### config.mk
export PLATFORM = sky130hd
export DESIGN_NAME = bql_ctrl
export DESIGN_NICKNAME = d
export VERILOG_FILES = /design/src/design/bql_pkg.sv /design/src/design/bql_ctrl.sv
export SDC_FILE = /design/constraint.sdc
export NUM_CORES = 1
export LEC_CHECK = 0
export BUFFER_PORTS_ARGS = -buffer_cell sky130_fd_sc_hd__buf_2
export CORE_AREA = 2 2 39 41
export DETAILED_ROUTE_END_ITERATION = 6
export DIE_AREA = 0 0 41 43
export PLACE_DENSITY = 0.41
export SLEW_MARGIN = 20
export SYNTH_ARGS = -nofsm -noshare
export SYNTH_HDL_FRONTEND = slang
export SYNTH_SLANG_ARGS = --single-unit
### constraint.sdc
create_clock -name clk -period 1.5 [get_ports clk]
set_clock_uncertainty 0.05 [all_clocks]
set_input_delay 0 -clock clk [delete_from_list [all_inputs] [get_ports clk]]
set_output_delay 0 -clock clk [all_outputs]
set_load 0.01 [all_outputs]
### src/design/bql_pkg.sv
// Shared types and constants for the multichannel biquad low-pass core.
// Used by the register block, the controller, the datapath and the top level.
package bql_pkg;

    // Field and state widths.
    localparam int SAMPLE_BITS  = 24;
    localparam int COEF_BITS    = 32;
    localparam int STATE_BITS   = 48;
    localparam int MAX_CHANNELS = 8;
    localparam int CH_BITS      = 3;
    localparam int CNT_BITS     = 4;
    localparam int ADDR_BITS    = 5;
    localparam int DATA_BITS    = 32;
    localparam int STEP_BITS    = 3;

    // Register indexes on the configuration port.
    localparam logic [2:0] REG_B0    = 3'd0;
    localparam logic [2:0] REG_B1    = 3'd1;
    localparam logic [2:0] REG_B2    = 3'd2;
    localparam logic [2:0] REG_A1    = 3'd3;
    localparam logic [2:0] REG_A2    = 3'd4;
    localparam logic [2:0] REG_COUNT = 3'd5;

    // Register reset values.
    localparam logic signed [COEF_BITS-1:0] B0_RESET    = 32'sh1000_0000;
    localparam logic [CNT_BITS-1:0]         COUNT_RESET = 4'd1;

    // Sequencer steps, named by the product issued to the shared multiplier.
    localparam logic [STEP_BITS-1:0] STEP_MUL_B0X  = 3'd0;
    localparam logic [STEP_BITS-1:0] STEP_MUL_B1X  = 3'd1;
    localparam logic [STEP_BITS-1:0] STEP_MUL_A1LO = 3'd2;
    localparam logic [STEP_BITS-1:0] STEP_MUL_A1HI = 3'd3;
    localparam logic [STEP_BITS-1:0] STEP_MUL_A2LO = 3'd4;
    localparam logic [STEP_BITS-1:0] STEP_MUL_A2HI = 3'd5;
    localparam logic [STEP_BITS-1:0] STEP_MUL_B2X  = 3'd6;
    localparam logic [STEP_BITS-1:0] STEP_FINISH   = 3'd7;

    // Filter coefficients, Q3.28.
    typedef struct packed {
        logic signed [COEF_BITS-1:0] b0;
        logic signed [COEF_BITS-1:0] b1;
        logic signed [COEF_BITS-1:0] b2;
        logic signed [COEF_BITS-1:0] a1;
        logic signed [COEF_BITS-1:0] a2;
    } coef_t;

    // Commands from the controller to the datapath.
    typedef struct packed {
        logic                 load;
        logic                 run;
        logic [STEP_BITS-1:0] step;
        logic                 finish;
    } dp_cmd_t;

    // Status from the datapath to the controller.
    typedef struct packed {
        logic out_free;
    } dp_stat_t;

endpackage

### src/design/bql_ctrl.sv
// Sequencer for the biquad core: accepts a beat and steps the shared multiplier.
// Depends on bql_pkg for the step codes and the command and status structs.
module bql_ctrl (
    input  logic              clk,
    input  logic              rst_n,
    input  logic              sample_valid,
    output logic              sample_stall,
    output bql_pkg::dp_cmd_t  cmd,
    input  bql_pkg::dp_stat_t stat
);
    import bql_pkg::*;

    localparam logic ST_IDLE = 1'b0;
    localparam logic ST_RUN  = 1'b1;

    logic                 state_reg, state_next;
    logic [STEP_BITS-1:0] step_reg, step_next;
    logic                 accept;
    logic                 finish;

    assign sample_stall = (state_reg != ST_IDLE);
    assign accept       = sample_valid & (state_reg == ST_IDLE);
    assign finish       = (state_reg == ST_RUN) && (step_reg == STEP_FINISH) && stat.out_free;

    // Next state: one step per cycle, the last step waits for a free output register.
    always_comb
    begin
        state_next = state_reg;
        step_next  = step_reg;
        unique case (state_reg)
            ST_IDLE:
            begin
                if (accept)
                begin
                    state_next = ST_RUN;
                    step_next  = STEP_MUL_B0X;
                end
            end
            ST_RUN:
            begin
                if (step_reg != STEP_FINISH)
                begin
                    step_next = step_reg + 3'd1;
                end
                else if (stat.out_free)
                begin
                    state_next = ST_IDLE;
                end
            end
            default: state_next = ST_IDLE;
        endcase
    end

    always_ff @(posedge clk or negedge rst_n)
    begin
        if (!rst_n)
        begin
            state_reg <= ST_IDLE;
            step_reg  <= STEP_MUL_B0X;
        end
        else
        begin
            state_reg <= state_next;
            step_reg  <= step_next;
        end
    end

    assign cmd.load   = accept;
    assign cmd.run    = (state_reg == ST_RUN);
    assign cmd.step   = step_reg;
    assign cmd.finish = finish;

endmodule

* After elaboration in Yosys (flattened, before gate mapping)
Cells that the tools add are included.
** Word-level totals
- Register bits :: 4
- Input bits :: 4
- Output and inout port bits :: 7
- Logic and storage cells :: 19
** Cells by class
- Add/sub/neg operators :: 1
- Eq/ne operators :: 4
- Mux-type cells :: 7
- Bitwise operators :: 2
- Reduce and logical (&&, ||, !) cells :: 3
** Operator list (number)
- 2-to-1 mux 3 bit :: 2
- case mux 3 bit (2 select lines) :: 1
- adder 3 x 1 -> 3 bit (second input constant) :: 1
- == test 3 bit (second input constant) :: 1
- 2-to-1 mux 1 bit :: 3
- != test 3 bit (second input constant) :: 1
- logical AND 1 bit :: 2
- != test 2 x 1 -> 1 bit (second input constant) :: 1
- != test 2 bit (second input constant) :: 1
- case mux 1 bit (2 select lines) :: 1
- AND reduction 2 bit :: 1
- bitwise AND 1 bit :: 1
- inverter 1 bit :: 1

* Longest topological paths before layout
- Depth after elaboration :: 4
- Gate-level depth with buffers :: 4
- Mapped depth without buffers :: 4

* Least setup slack after synthesis
No wires, ideal clock.
- Path type :: reg-to-reg
- Start point :: register step_reg[0]
- End point :: register step_reg[1]
- Setup time :: 0.121 ns
- Arrival time :: 1.336 ns
- Required time :: 1.329 ns
- Slack :: -0.007 ns
- Stages on the path, launching flop included :: 5
- Path buffers :: 0
- Clock period less this slack :: 1.507 ns
- Cell sequence :: dfrtp_1 > ha_1 > ha_1 > mux2_1 > a22o_1
** Between the ends
- Longest elaborated chain between the ends :: 3
- Elaborated cells on any way between the ends :: 6
- Those cells by class :: add/sub (1); eq/ne (2); mux (2); reduce/logical (1)
** Ends and longest elaborated chain
- from (decl) :: line bql_ctrl.sv:17 : logic [STEP_BITS-1:0] step_reg, step_next;
- from (signal assigned) :: line bql_ctrl.sv:64 : step_reg <= step_next;
- adder 3 x 1 -> 3 bit or != test 3 bit (tied branches) :: line bql_ctrl.sv:43, bql_ctrl.sv:41
- 2-to-1 mux 3 bit or != test 2 x 1 -> 1 bit (tied branches)
- case mux 3 bit (2 select lines) or AND reduction 2 bit (tied branches)
Parallel ways exist; a longest one is shown, timed or not. The select of a mux whose other input is x is not followed.
A chain may end at the register's enable or synchronous reset.

* Worst setup path after layout
Ends and elaborated chain as after synthesis.

==> metrics.txt <==
most common cell after layout, fill and taps aside=sky130_fd_sc_hd__buf_2; nets@finish=40; commonest non-fill, non-tap cells in the layout=sky130_fd_sc_hd__buf_2 (10), sky130_fd_sc_hd__dfrtp_1 (4), sky130_fd_sc_hd__a22o_1 (3), sky130_fd_sc_hd__clkbuf_4 (3); Global Route met2 Usage=0.1156; Post-DRT Antenna Nets=0; deepest clock path buffer count=2; top cells by area, synth=sky130_fd_sc_hd__dfrtp_1 (44%), sky130_fd_sc_hd__a22o_1 (12%), sky130_fd_sc_hd__ha_1 (11%); transition time of the tightest slew-check pin=approximately 260 ps; unrepaired setup endpoints after global routing=no; gr busiest metal=met2; CTS Sinks=4; power density over cell area=~2200 mW/mm2; slowest stage cell, crit path=sky130_fd_sc_hd__dfrtp_1; flip-flop and latch count after synthesis=4; number of vias per cell=about 3.9; number of rows created at floorplan=14; crit path max fanout=4; final HPWL from detailed placement=~420 um; final worst-path cycle share=0.9421; static power due to leakage=0.1626 nW; Starting Density=0.1637; endpoint kind of the worst setup timing path=flip-flop; diodes inserted=0; Core ar.=0.001384 mm2; Final Routed Wirelength=between 400 and 500 um; final hold viol count=0; Overall Global Routing Usage=0.06963; cell at the root of the clock tree=sky130_fd_sc_hd__clkbuf_4; vertical die dimension=approximately 43 um; buffers added on ports=10; total clock buffers created by CTS=3; number of max-cap violations=0; Required @ worst endpoint=1560 ps; Hold Path Class=in -> reg; number of cells in the design after placement=between 40 and 50; worst setup margin=approximately 87 ps; number of unique standard cell types used by synthesis=9; max-slew violation total from the final report=0; clock insertion delay at the later pin of the skew report=between 200 and 250 ps; share of the synthesized area in the top cell type=0.4420; Horiz. Die Dim=slightly above 40 um; CTS tree=yes; final setup vio count=0; total of warnings raised by yosys=0; number of antenna violations at the first check in global routing=0; dominant cell type by area after synthesis=sky130_fd_sc_hd__dfrtp_1; minimum clock period after layout=1413 ps; Placement Setup Slack=roughly 36 ps; vias in the first global route=approximately 210; final standard cell count with taps included and fillers excluded=48; GR Overflow Total=0; Post-CTS Setup Inserts=0; Syn Nets=25; share of post-route cells with drive strength above 1=0.5625; utilization of the core after routing=0.2432; Final Wtd Congestion=about 0.60; post-route setup TNS=0 ps; category of the critical setup timing path=reg -> reg; cell count after synthesis=19; die area=0.001763 mm2; synthesized area per cell=approximately 12 um2; part of the Yosys area used for sequential elements=0.4420; deepest level of the CTS H-tree=1; detailed router's first-iteration violation count=0; DR WL/cell=roughly 10 um; global-route wire length before repair=roughly 800 um; largest net degree at the start of global routing=9; Global Route met1 Usage=0.06536; CP Data Arrival Time=~1500 ps; Boundary Pins=11; Critical Path, Cell by Cell=ha_2 -> ha_4 -> mux2_1 -> a22o_1; max reg flops=3; layout overhead on the synthesized area=48.62%; Worst slew margin=0.8292; maximum achievable frequency=around 700 MHz; Syn Std Cell Area=roughly 230 um2; met3 Use GR=0.03141; delay of the slowest cell on the worst path=around 380 ps; DRC violation count after routing=0; result of the run=complete, no violations; count of vias placed by the detailed router=between 150 and 200; first-pass iteration count of the detailed router=1; clock input transition at the sequential cells of the worst setup and hold paths=~40 ps; startpoint types=flip-flop; maximum ir drop on the vdd rail=0.0003676 V
[path summary, 6_finish.rpt]
| check | end | slack, ps | depth (start not counted) | start |
|---|---|---|---|---|
| max in group asynchronous | step_reg[1] | 1220 | 2 | rst_n |
| setup reg to reg | step_reg[1] | 90 | 4 | step_reg[0] |
| min in group asynchronous | step_reg[0] | 60 | 2 | rst_n |
| hold reg to reg | step_reg[2] | 560 | 1 | step_reg[2] |
| hold / removal | sample_stall | 20 | 3 | sample_valid |
| setup / recovery | step_reg[1] | 90 | 4 | step_reg[0] |
[per-layer routing]
metal / vias up / routed length (um) / share of wire
li1: 91 / - / -
met1: 90 / 177 / 0.36
met2: 7 / 262 / 0.54
met3: 0 / 48 / 0.098
met4: 0 / 0 / 0
met5: - / 0 / 0
[repair_timing]
action,CTS,global route
hold buffers,1,0
hold endpoints to repair,4,0
gates resized for setup,0,2
endpoints found under the setup margin,0,2
[worst max-delay path: cells and delay by family (launching register included)]
kind / cells / cell delay (ps)
adders and majority gates: 2 / 380
DFF: 1 / 380
muxes: 1 / 310
AOI/OAI and AO/OA: 1 / 180
[cell type report]
class	count	area [um2]
sequential	4	100.1
fill	153	1047
timing repair buffer	13	75.07
clock buffer	3	22.52
tap	16	20.02
multi-input combinational	12	118.9
[through the flow]
step	hold WS (ps)	instance area, um2	total power (W)
finish	16.46	336.6	0.0007482
global route	43.63	336.6	0.0008188
CTS	22.10	324.1	0.0007386
detailed placement	-240.4	291.5	0.0006031
global placement	-240.6	291.5	0.0005770
floorplan	-345.6	229.0	0.0004644
[synth_stat cells]
cell type and n:
sky130_fd_sc_hd__buf_4 3, sky130_fd_sc_hd__ha_1 2, sky130_fd_sc_hd__dfrtp_1 4, sky130_fd_sc_hd__nor2_1 2, sky130_fd_sc_hd__xnor2_1 1, sky130_fd_sc_hd__and3_2 1, sky130_fd_sc_hd__a22o_1 3, sky130_fd_sc_hd__nor2b_1 1
sky130_fd_sc_hd__mux2_1 2
[cell families after synthesis]
group | share of synthesized area
buffers and inverters | 0.09944
adders and majority gates | 0.1105
AOI/OAI and AO/OA | 0.1160
muxes | 0.09944
and+or+nand+nor | 0.09397
xor gates and xnor gates | 0.03868
DFF | 0.4420
[power by group]
group / internal [W] / switching (W) / leakage (nW)
Clock: 0.0000891 / 0.0000378 / 0.0138
Combinational: 0.000235 / 0.000168 / 0.104
Sequential: 0.000164 / 0.0000545 / 0.0449
Total: 0.000488 / 0.000260 / 0.163
Note: power is estimated with default switching activity, not from simulation.
