`config.mk`:
```
export PLATFORM = sky130hd
export DESIGN_NAME = bql_regs
export DESIGN_NICKNAME = d
export VERILOG_FILES = /design/src/design/bql_pkg.sv /design/src/design/bql_regs.sv
export SDC_FILE = /design/constraint.sdc
export NUM_CORES = 1
export LEC_CHECK = 0
export BUFFER_PORTS_ARGS = -buffer_cell sky130_fd_sc_hd__buf_2
export CAP_MARGIN = 5
export CORE_MARGIN = 5
export CORE_UTILIZATION = 55
export CTS_CLUSTER_SIZE = 28
export DETAILED_ROUTE_END_ITERATION = 12
export GPL_TIMING_DRIVEN = 0
export PLACE_DENSITY = 0.85
export SETUP_SLACK_MARGIN = 0.15
export SLEW_MARGIN = 5
export SYNTH_ARGS = -nofsm -noshare
export SYNTH_HDL_FRONTEND = slang
export SYNTH_SLANG_ARGS = --single-unit
```
`constraint.sdc`:
```
create_clock -name clk -period 2 [get_ports clk]
set_clock_uncertainty 0.1 [all_clocks]
set_input_delay 0.1 -clock clk [delete_from_list [all_inputs] [get_ports clk]]
set_output_delay 0.1 -clock clk [all_outputs]
set_load 0.02 [all_outputs]
```
`src/design/bql_pkg.sv`:
```
// Shared types and constants for the multichannel biquad low-pass core.
// Used by the register block, the controller, the datapath and the top level.
package bql_pkg;

    // Field and state widths.
    localparam int SAMPLE_BITS  = 24;
    localparam int COEF_BITS    = 32;
    localparam int STATE_BITS   = 48;
    localparam int MAX_CHANNELS = 8;
    localparam int CH_BITS      = 3;
    localparam int CNT_BITS     = 4;
    localparam int ADDR_BITS    = 5;
    localparam int DATA_BITS    = 32;
    localparam int STEP_BITS    = 3;

    // Register indexes on the configuration port.
    localparam logic [2:0] REG_B0    = 3'd0;
    localparam logic [2:0] REG_B1    = 3'd1;
    localparam logic [2:0] REG_B2    = 3'd2;
    localparam logic [2:0] REG_A1    = 3'd3;
    localparam logic [2:0] REG_A2    = 3'd4;
    localparam logic [2:0] REG_COUNT = 3'd5;

    // Register reset values.
    localparam logic signed [COEF_BITS-1:0] B0_RESET    = 32'sh1000_0000;
    localparam logic [CNT_BITS-1:0]         COUNT_RESET = 4'd1;

    // Sequencer steps, named by the product issued to the shared multiplier.
    localparam logic [STEP_BITS-1:0] STEP_MUL_B0X  = 3'd0;
    localparam logic [STEP_BITS-1:0] STEP_MUL_B1X  = 3'd1;
    localparam logic [STEP_BITS-1:0] STEP_MUL_A1LO = 3'd2;
    localparam logic [STEP_BITS-1:0] STEP_MUL_A1HI = 3'd3;
    localparam logic [STEP_BITS-1:0] STEP_MUL_A2LO = 3'd4;
    localparam logic [STEP_BITS-1:0] STEP_MUL_A2HI = 3'd5;
    localparam logic [STEP_BITS-1:0] STEP_MUL_B2X  = 3'd6;
    localparam logic [STEP_BITS-1:0] STEP_FINISH   = 3'd7;

    // Filter coefficients, Q3.28.
    typedef struct packed {
        logic signed [COEF_BITS-1:0] b0;
        logic signed [COEF_BITS-1:0] b1;
        logic signed [COEF_BITS-1:0] b2;
        logic signed [COEF_BITS-1:0] a1;
        logic signed [COEF_BITS-1:0] a2;
    } coef_t;

    // Commands from the controller to the datapath.
    typedef struct packed {
        logic                 load;
        logic                 run;
        logic [STEP_BITS-1:0] step;
        logic                 finish;
    } dp_cmd_t;

    // Status from the datapath to the controller.
    typedef struct packed {
        logic out_free;
    } dp_stat_t;

endpackage

```
`src/design/bql_regs.sv`:
```
// Configuration registers behind an APB-style port.
// Depends on bql_pkg for the register indexes, widths and coefficient type.
module bql_regs (
    input  logic                           clk,
    input  logic                           rst_n,
    input  logic                           psel,
    input  logic                           penable,
    input  logic                           pwrite,
    input  logic [bql_pkg::ADDR_BITS-1:0]  paddr,
    input  logic [bql_pkg::DATA_BITS-1:0]  pwdata,
    output logic [bql_pkg::DATA_BITS-1:0]  prdata,
    output logic                           pready,
    output bql_pkg::coef_t                 coef,
    output logic [bql_pkg::CNT_BITS-1:0]   channel_count
);
    import bql_pkg::*;

    logic signed [COEF_BITS-1:0] b0_reg, b1_reg, b2_reg, a1_reg, a2_reg;
    logic [CNT_BITS-1:0]         count_reg;
    logic                        wr_en;
    logic [2:0]                  reg_index;

    assign pready    = 1'b1;
    assign wr_en     = psel & penable & pwrite;
    assign reg_index = paddr[4:2];

    // Register writes; indexes past the list are ignored.
    always_ff @(posedge clk or negedge rst_n)
    begin
        if (!rst_n)
        begin
            b0_reg    <= B0_RESET;
            b1_reg    <= '0;
            b2_reg    <= '0;
            a1_reg    <= '0;
            a2_reg    <= '0;
            count_reg <= COUNT_RESET;
        end
        else if (wr_en)
        begin
            unique case (reg_index)
                REG_B0:    b0_reg    <= pwdata;
                REG_B1:    b1_reg    <= pwdata;
                REG_B2:    b2_reg    <= pwdata;
                REG_A1:    a1_reg    <= pwdata;
                REG_A2:    a2_reg    <= pwdata;
                REG_COUNT: count_reg <= pwdata[CNT_BITS-1:0];
                default:   ;
            endcase
        end
    end

    // Read mux.
    always_comb
    begin
        unique case (reg_index)
            REG_B0:    prdata = b0_reg;
            REG_B1:    prdata = b1_reg;
            REG_B2:    prdata = b2_reg;
            REG_A1:    prdata = a1_reg;
            REG_A2:    prdata = a2_reg;
            REG_COUNT: prdata = {{(DATA_BITS-CNT_BITS){1'b0}}, count_reg};
            default:   prdata = '0;
        endcase
    end

    assign coef.b0       = b0_reg;
    assign coef.b1       = b1_reg;
    assign coef.b2       = b2_reg;
    assign coef.a1       = a1_reg;
    assign coef.a2       = a2_reg;
    assign channel_count = count_reg;

endmodule

```
# == Word-level counts from Yosys, hierarchy flattened ==
# Cells that the tools add are included.
# classes
n_addsub,0
mul,0
div_mod_pow,0
n_lt_le_gt_ge,0
n_eq_ne,5
shifts,0
mux,1
bitwise_logic,2
n_reduce_logical,7
# ops
operator,n
32-bit one-hot mux with 6 select lines,1
2-bit AND reduction,6
3-bit by 2-bit == test with 1-bit output (second input constant),2
3-bit == test (second input constant),2
3-bit by 1-bit == test with 1-bit output (second input constant),1
3-bit logical NOT,1
1-bit bitwise AND,2
# word_totals
regBits,164
latch_bits,0
ramBits,0
mem_bits_ro,0
output_inout_bits,197
wordCells,21
mem_count,0

# == Longest topological paths before layout ==
# Gate-level depths: netlist of the first run.
# depth
ltp_word,3
depth_mapped,6

# == Worst setup path after synthesis of the first run ==
# Ideal clock, no wire load.
# synth_timing
kind,input -> output
from,input port paddr[2] (netlist name)
to,output port prdata[22] (netlist name)
t_arrival_ns,1.235
setup_slack_ns,0.565
stages,6
path_buffers,4
path_cell_list,buf_2 > buf_2 > buf_2 > buf_2 > a221oi_1 > nor2_1
# synth_between
elab_chain_len,2
# synth_rtl
element,line_no,text
from (decl),bql_regs.sv:9,"input logic [bql_pkg::ADDR_BITS-1:0] paddr,"
"3-bit == test, or another cell as far along",bql_regs.sv:56,unique case (reg_index)
32-bit one-hot mux with 6 select lines *,bql_regs.sv:56,
to (decl),bql_regs.sv:11,"output logic [bql_pkg::DATA_BITS-1:0] prdata,"
# Every way passes the cells marked *; elsewhere a longest branch is shown, timed or not.

# == Worst setup path in the final report of the first run ==
# layout_timing
from,register b0_reg[14]
to,output port prdata[14] (netlist name)
# layout_between
elab_chain_len,1
# layout_rtl
element,line_no,text
from (decl),bql_regs.sv:18,"logic signed [COEF_BITS-1:0] b0_reg, b1_reg, b2_reg, a1_reg, a2_reg;"
from (signal assigned),bql_regs.sv:42,REG_B0: b0_reg <= pwdata;
32-bit one-hot mux with 6 select lines,bql_regs.sv:56,
# Every way passes these cells.

==> results of run 1 <==
cell usage after synthesis, types with 2 or more instances:
cell type	n	share of area, %
mux2_2	187	28
nand2_1	3	0.15
mux2_1	10	1.5
o21a_1	15	1.5
a21oi_1	6	0.39
buf_2	10	0.66
nor2_4	2	0.29
o21ai_0	5	0.33
buf_6	3	0.44
nor2b_1	3	0.25
dfstp_2	2	0.69
a221oi_1	21	2.4
a221o_1	3	0.39
buf_4	17	1.7
a22oi_1	10	0.98
dfrtp_1	162	53
nand3_1	3	0.20
o22ai_1	6	0.49
mux2i_1	26	3.4
nor2_1	27	1.3
nor3_4	2	0.43
clkbuf_1	8	0.39
worst reg2reg max path, stage by stage, from the launching register on:
cell     delay (ps)
dfrtp_1         390
buf_4           140
mux2_2          250
kinds of logic (layout without fill, tap and decap cells):
kind of cell,Yosys count,after routing,synth area share [%]
other cells,1,2,0.04911
compound gates,69,69,6.784
flops,164,164,53.78
buf+inv,41,344,3.310
simple gates,47,47,3.621
mux,223,223,32.46
area by class of cell:
class,count,area [um2]
Timing Repair Buffer,271,1567
Inverter,2,8.758
Clock buffer,25,495.5
Tap cell,180,225.2
Sequential cell,164,4106
Clock inverter,7,96.34
Fill cell,929,3610
Multi-Input combinational cell,340,3402
Antenna cell,1,2.502
Buffer,39,260.3
stage by stage:
stage	hold slack [ps]	utilization, %	area (um2)	setup WS [ps]
2_1_floorplan	-295.6	-	7636	565.1
3_3_place_gp	263.9	65.58	9032	-1488
3_5_place_dp	-20.56	65.85	9070	24.63
4_1_cts	122.0	72.73	10020	139.4
5_1_grt	142.1	73.77	10160	98.12
6_report	101.1	73.79	10160	153.5
repair_timing:
item,4_1_cts,5_1_grt
setup buffers,0,3
cloned,0,0
resized for setup,10,25
hold buffers,33,0
setup endpoints to repair,25,26
endpoints found under the hold margin,229,0
pin swaps,0,2
layer usage:
layer | GRT usage [%] | vias up
met2 | 49.69 | 310
met1 | 37.11 | 3143
met3 | 8.250 | 64
li1 | - | 2598
met4 | 13.42 | 0
met5 | 0 | -
where the power goes:
part / internal (uW) / switching [uW]
Combinational: 1360 / 1920
Clock: 1970 / 1290
Sequential: 3980 / 549
final timing paths:
kind,start,endpoint,slack [ps],depth (start not counted)
min,rst_n,a1_reg[25]$_DFFE_PN0P_,100,2
max in group asynchronous,rst_n,channel_count[0]$_DFFE_PN1P_,850,3
max reg2reg,b0_reg[22]$_DFFE_PN0P_,b0_reg[22]$_DFFE_PN0P_,1010,2
min reg2reg,a1_reg[13]$_DFFE_PN0P_,a1_reg[13]$_DFFE_PN0P_,410,1
min in group clk,penable,b2_reg[31]$_DFFE_PN0P_,140,4
max,b0_reg[14]$_DFFE_PN0P_,prdata[14],150,4
==> impl_metrics.py, run 1 <==
metrics = {
    "outcome": {
        "outcome": "finished, final reports clean",
    },
    "power_and_ir_drop": {
        "total_power_uw": 11080,
        "power.static_leakage_uw": 0.005121,
        "power_density_nw_per_um2": 1090,
        "ir_drop_v": 0.0006853,
    },
    "route": {
        "drc": 0,
        "finalWirelength_um": 24460,
        "routedWlPerCell_um": 23.77,
        "viasPerCell": 5.943,
        "first_pass_iters": 5,
        "drtIter0Drc": 342,
        "postRouteAntennaNets": 0,
        "met2_length_um": 12190,
        "wl_met3_um": 1930,
        "wl_met1_um": 9611,
        "vias": 6115,
        "top_layer_used": "met4",
    },
    "worst_setup_path": {
        "cp_top_family": "flip-flops",
        "critPathArrivalTime_ps": 1650,
        "crit_fanout": 3,
        "cp_slowest_cell": "dfrtp_1",
        "crit_buf_inv": 1,
        "path_class": "reg2out",
        "startpoint_type": "flop",
        "crit_chain": "mux2_2 -> a221oi_2 -> nor2_1 -> buf_2",
        "max_stage_delay_ps": 400,
        "endpoint_kind": "output pin",
        "cp.required_ps": 1800,
    },
    "placement": {
        "numPortBuffers": 234,
        "hpwl_um": 16990,
        "placed_cells": 960,
        "gp_congestion": 0.8822,
    },
    "cts": {
        "clk_pin_slew_ps": 60,
        "cts_buffers": 17,
        "clockRootBuffer": "clkbuf_16",
        "clock-sinks": 164,
        "cts_tree": "done",
        "clock_latency_ps": 420,
        "cts_buffer_depth": 2,
        "cts_max_level": 4,
    },
    "sta": {
        "fmax_ghz": 0.5416,
        "relSlewSlack_pct": 50.82,
        "fin_crit_sh_pct": 92.33,
        "hold_violations": 0,
        "min_period_ps": 1847,
        "rsz0062_at_grt": "true",
        "worstMarginPinSlew_ps": 737.6,
        "tns_ps": 0,
        "final-setup-viol-count": 0,
        "slew_violations": 0,
    },
    "yosys": {
        "syn_area_um2": 7636,
        "synthArstFlopShare_pct": 100.0,
        "synthFlopType": "dfrtp_1",
        "synth_cells": 545,
        "yosys_register_bits": 164,
        "ys_seq_area_share_pct": 53.78,
        "synth_edf_count": 0,
        "ys_warn_count": 0,
        "syn_nets": 587,
        "avgSynthCellArea_um2": 14.01,
        "ys_types": 36,
    },
    "finish": {
        "drive_gt1_share_pct": 61.56,
        "final_cell_count_no_fill": 1029,
        "layout_common_cells": "buf_2, mux2_2, dfrtp_1",
        "nets": 877,
        "areaGrowthSynthToFinish_pct": 33.10,
        "mostFrequentLayoutCell": "buf_2",
    },
    "global_routing": {
        "grt_pass1_vias": 6605,
        "overflow": 0,
        "grt_start_max_net_pins": 100,
        "antenna_found_initial": 0,
        "grt_usage_pct": 30.10,
        "grt_pass1_wl_um": 37520,
    },
    "flow_run": {
        "drv_cap": 0,
    },
    "floorplanning": {
        "start_util_pct": 55.44,
        "design.die.area_um2": 16340,
        "ios": 239,
        "die_y_um": 127.8,
        "die_x_um": 127.8,
        "row_count": 43,
        "coreArea_um2": 13770,
    },
    "hold_path": {
        "hold_path.class": "in2async",
    },
}
No activity file was read; power rests on OpenSTA's default activity.
==> run 2, diff against run 1 <==
- ABC_AREA: not set -> 1
- CORE_ASPECT_RATIO: not set -> 1.1
- CORE_UTILIZATION: 55 -> 35
- PLACE_DENSITY: 0.85 -> not set
==> impl_metrics.py, run 2 <==
metrics = {
    "outcome": {
        "outcome": "finished, final reports clean",
    },
    "finish": {
        "antennaDiodeCount": 0,
        "fin_util_pct": 47.35,
        "fin_area_um2": 10470,
        "drive_gt1_share_pct": 25.32,
        "layout_common_cells": "nand2_1, buf_2, dfrtp_1",
        "nets": 1352,
        "mostFrequentLayoutCell": "nand2_1",
        "n_fill_cell": 2229,
        "areaGrowthSynthToFinish_pct": 32.86,
    },
    "flow_run": {
        "drv_cap": 0,
    },
    "route": {
        "routedWlPerCell_um": 20.76,
        "finalWirelength_um": 33590,
        "postRouteAntennaNets": 0,
        "drc": 0,
        "vias": 8140,
        "drtIter0Drc": 479,
        "first_pass_iters": 5,
        "viasPerCell": 5.031,
    },
    "floorplanning": {
        "coreArea_um2": 22110,
        "design.die.area_um2": 25620,
        "row_count": 57,
        "start_util_pct": 35.64,
        "die_y_um": 167.4,
        "ios": 239,
        "die_x_um": 153.1,
    },
    "power_and_ir_drop": {
        "pwr-share-clk_pct": 32.5,
        "ir_drop_v": 0.0005687,
        "power.static_leakage_uw": 0.005775,
        "switching_power_uw": 4088,
        "power_density_nw_per_um2": 1081,
        "seqPwrFrac_pct": 39.6,
        "p_int_uw": 7224,
        "comb_power_share_pct": 27.9,
        "sw_frac_of_total_pct": 36.14,
    },
    "yosys": {
        "ys_seq_area_share_pct": 52.12,
        "yosys-mux-area-fraction_pct": 0,
        "synth_top_family_by_area": "simple AND/OR/NAND/NOR gates",
        "avgSynthCellArea_um2": 7.702,
        "syn_area_um2": 7879,
        "synth_compound_area_share_pct": 12.26,
        "synthArstFlopShare_pct": 100.0,
        "synth_common_cells": "nand2_1, dfrtp_1, inv_1",
        "synthFlopType": "dfrtp_1",
        "synth_xor_area_share_pct": 0,
        "synth-simple-area-share_pct": 25.79,
        "yosysTopAreaCell": "dfrtp_1",
        "synth_edf_count": 0,
        "post-synth-top-count-cell": "nand2_1",
        "ys_warn_count": 0,
        "synth_cells": 1023,
        "synth_top_area_share_pct": 51.45,
        "yosys_register_bits": 164,
        "synth_adder_area_share_pct": 0,
        "syn_nets": 1065,
        "synthTopCellsByArea": "dfrtp_1, nand2_1, o21ai_1",
        "ys_types": 24,
    },
    "sta": {
        "hold_violations": 0,
        "fmax_ghz": 0.5676,
        "min_period_ps": 1762,
        "relSlewSlack_pct": 39.19,
        "final-setup-viol-count": 0,
        "rsz0062_at_grt": "true",
        "fin_crit_sh_pct": 88.09,
        "worstMarginPinSlew_ps": 912.1,
        "slew_violations": 0,
        "setup_ws_ps": 238.2,
        "timing.hold.ws_ps": 107.2,
    },
    "worst_setup_path": {
        "critPathArrivalTime_ps": 1560,
        "cp.required_ps": 1800,
        "path_class": "in2out",
        "endpoint_kind": "output pin",
        "startpoint_type": "input pin",
        "crit_fanout": 10,
    },
    "cts": {
        "cts_max_level": 4,
        "clk_pin_slew_ps": 70,
        "cts_setup_buffers": 0,
        "clock_latency_ps": 420,
        "clockRootBuffer": "clkbuf_16",
        "cts_buffer_depth": 2,
        "cts_tree": "done",
        "clock-sinks": 164,
        "cts_buffers": 17,
    },
    "placement": {
        "hpwl_um": 23310,
        "pre_cts_slack_ps": 53.11,
        "dpl_cell_area_um2": 9457,
        "numPortBuffers": 234,
        "gp_congestion": 0.8329,
    },
    "global_routing": {
        "overflow": 0,
        "grt_usage_pct": 25.83,
        "grt_pass1_vias": 8015,
        "antenna_found_initial": 2,
        "grt_start_max_net_pins": 85,
        "grt_pass1_wl_um": 50280,
    },
    "hold_path": {
        "hold_path.class": "in2reg",
    },
}
==> run 2: timing repair <==
action                     4_1_cts  5_1_grt
setup endpoints to repair       20       31
hold endpoints to repair       244        0
resized for setup                9       16
hold buffers                    33        0
==> run 2: power groups by stage <==
stage	Combinational, uW	Sequential, uW	Clock (uW)
finish	3160	4480	3680
global route	3440	4570	3840
CTS	3190	4470	3710
detailed placement	3130	4530	0
global placement	3090	4520	0
floorplan	990	5260	0
==> run 2: cells by family after synthesis <==
kind of cell           Yosys count
buffers and inverters          187
other                            1
flip-flops                     164
AO/OA/AOI/OAI                  193
AND/OR/NAND/NOR                478
==> run 2: worst paths after layout <==
kind | end | cells after the start | from | slack, ps
setup / recovery | prdata[23] | 10 | paddr[3] | 240
hold / removal | channel_count[0]$_DFFE_PN1P_ | 4 | paddr[4] | 110
setup reg to reg | b0_reg[28]$_DFFE_PN1P_ | 2 | b0_reg[28]$_DFFE_PN1P_ | 1150
hold reg to reg | channel_count[0]$_DFFE_PN1P_ | 2 | channel_count[0]$_DFFE_PN1P_ | 380
max in group asynchronous | b2_reg[4]$_DFFE_PN0P_ | 3 | rst_n | 780
min in group asynchronous | b2_reg[17]$_DFFE_PN0P_ | 2 | rst_n | 170
==> run 2: final cells by class <==
cell class | count | area (um2) | area share [%]
repair buffers | 268 | 1539 | 14.70
multi-input cells | 672 | 3002 | 28.68
clock buffers | 20 | 446.7 | 4.267
flip-flops and latches | 164 | 4106 | 39.23
well taps | 295 | 369.1 | 3.526
clock inverters | 12 | 201.4 | 1.924
plain buffers | 67 | 350.3 | 3.347
inverters | 120 | 452.9 | 4.327
==> run 2: metrics by stage <==
step | TNS, ps | total power [uW] | cells
finish | 0 | 11310 | 1618
global route | 0 | 11850 | 1618
CTS | 0 | 11370 | 1618
detailed placement | 0 | 7661 | 1553
global placement | -326090 | 7607 | 1552
floorplan | 0 | 6253 | 1023
==> run 2: layer usage <==
metal	global-route usage, %	vias to the layer above	part of all wire [%]
li1	-	3843	-
met1	34.75	3843	43
met2	41.70	385	47
met3	5.188	65	7.5
met4	9.028	4	3.1
met5	0	-	0.065
==> run 2: worst max-delay path, cell delays in order <==
cell	delay, ps
buf_2	130
buf_4	190
inv_2	70
buf_2	240
buf_4	300
nand4_1	120
nand2_1	90
nor2_1	40
nand2_1	90
buf_2	170
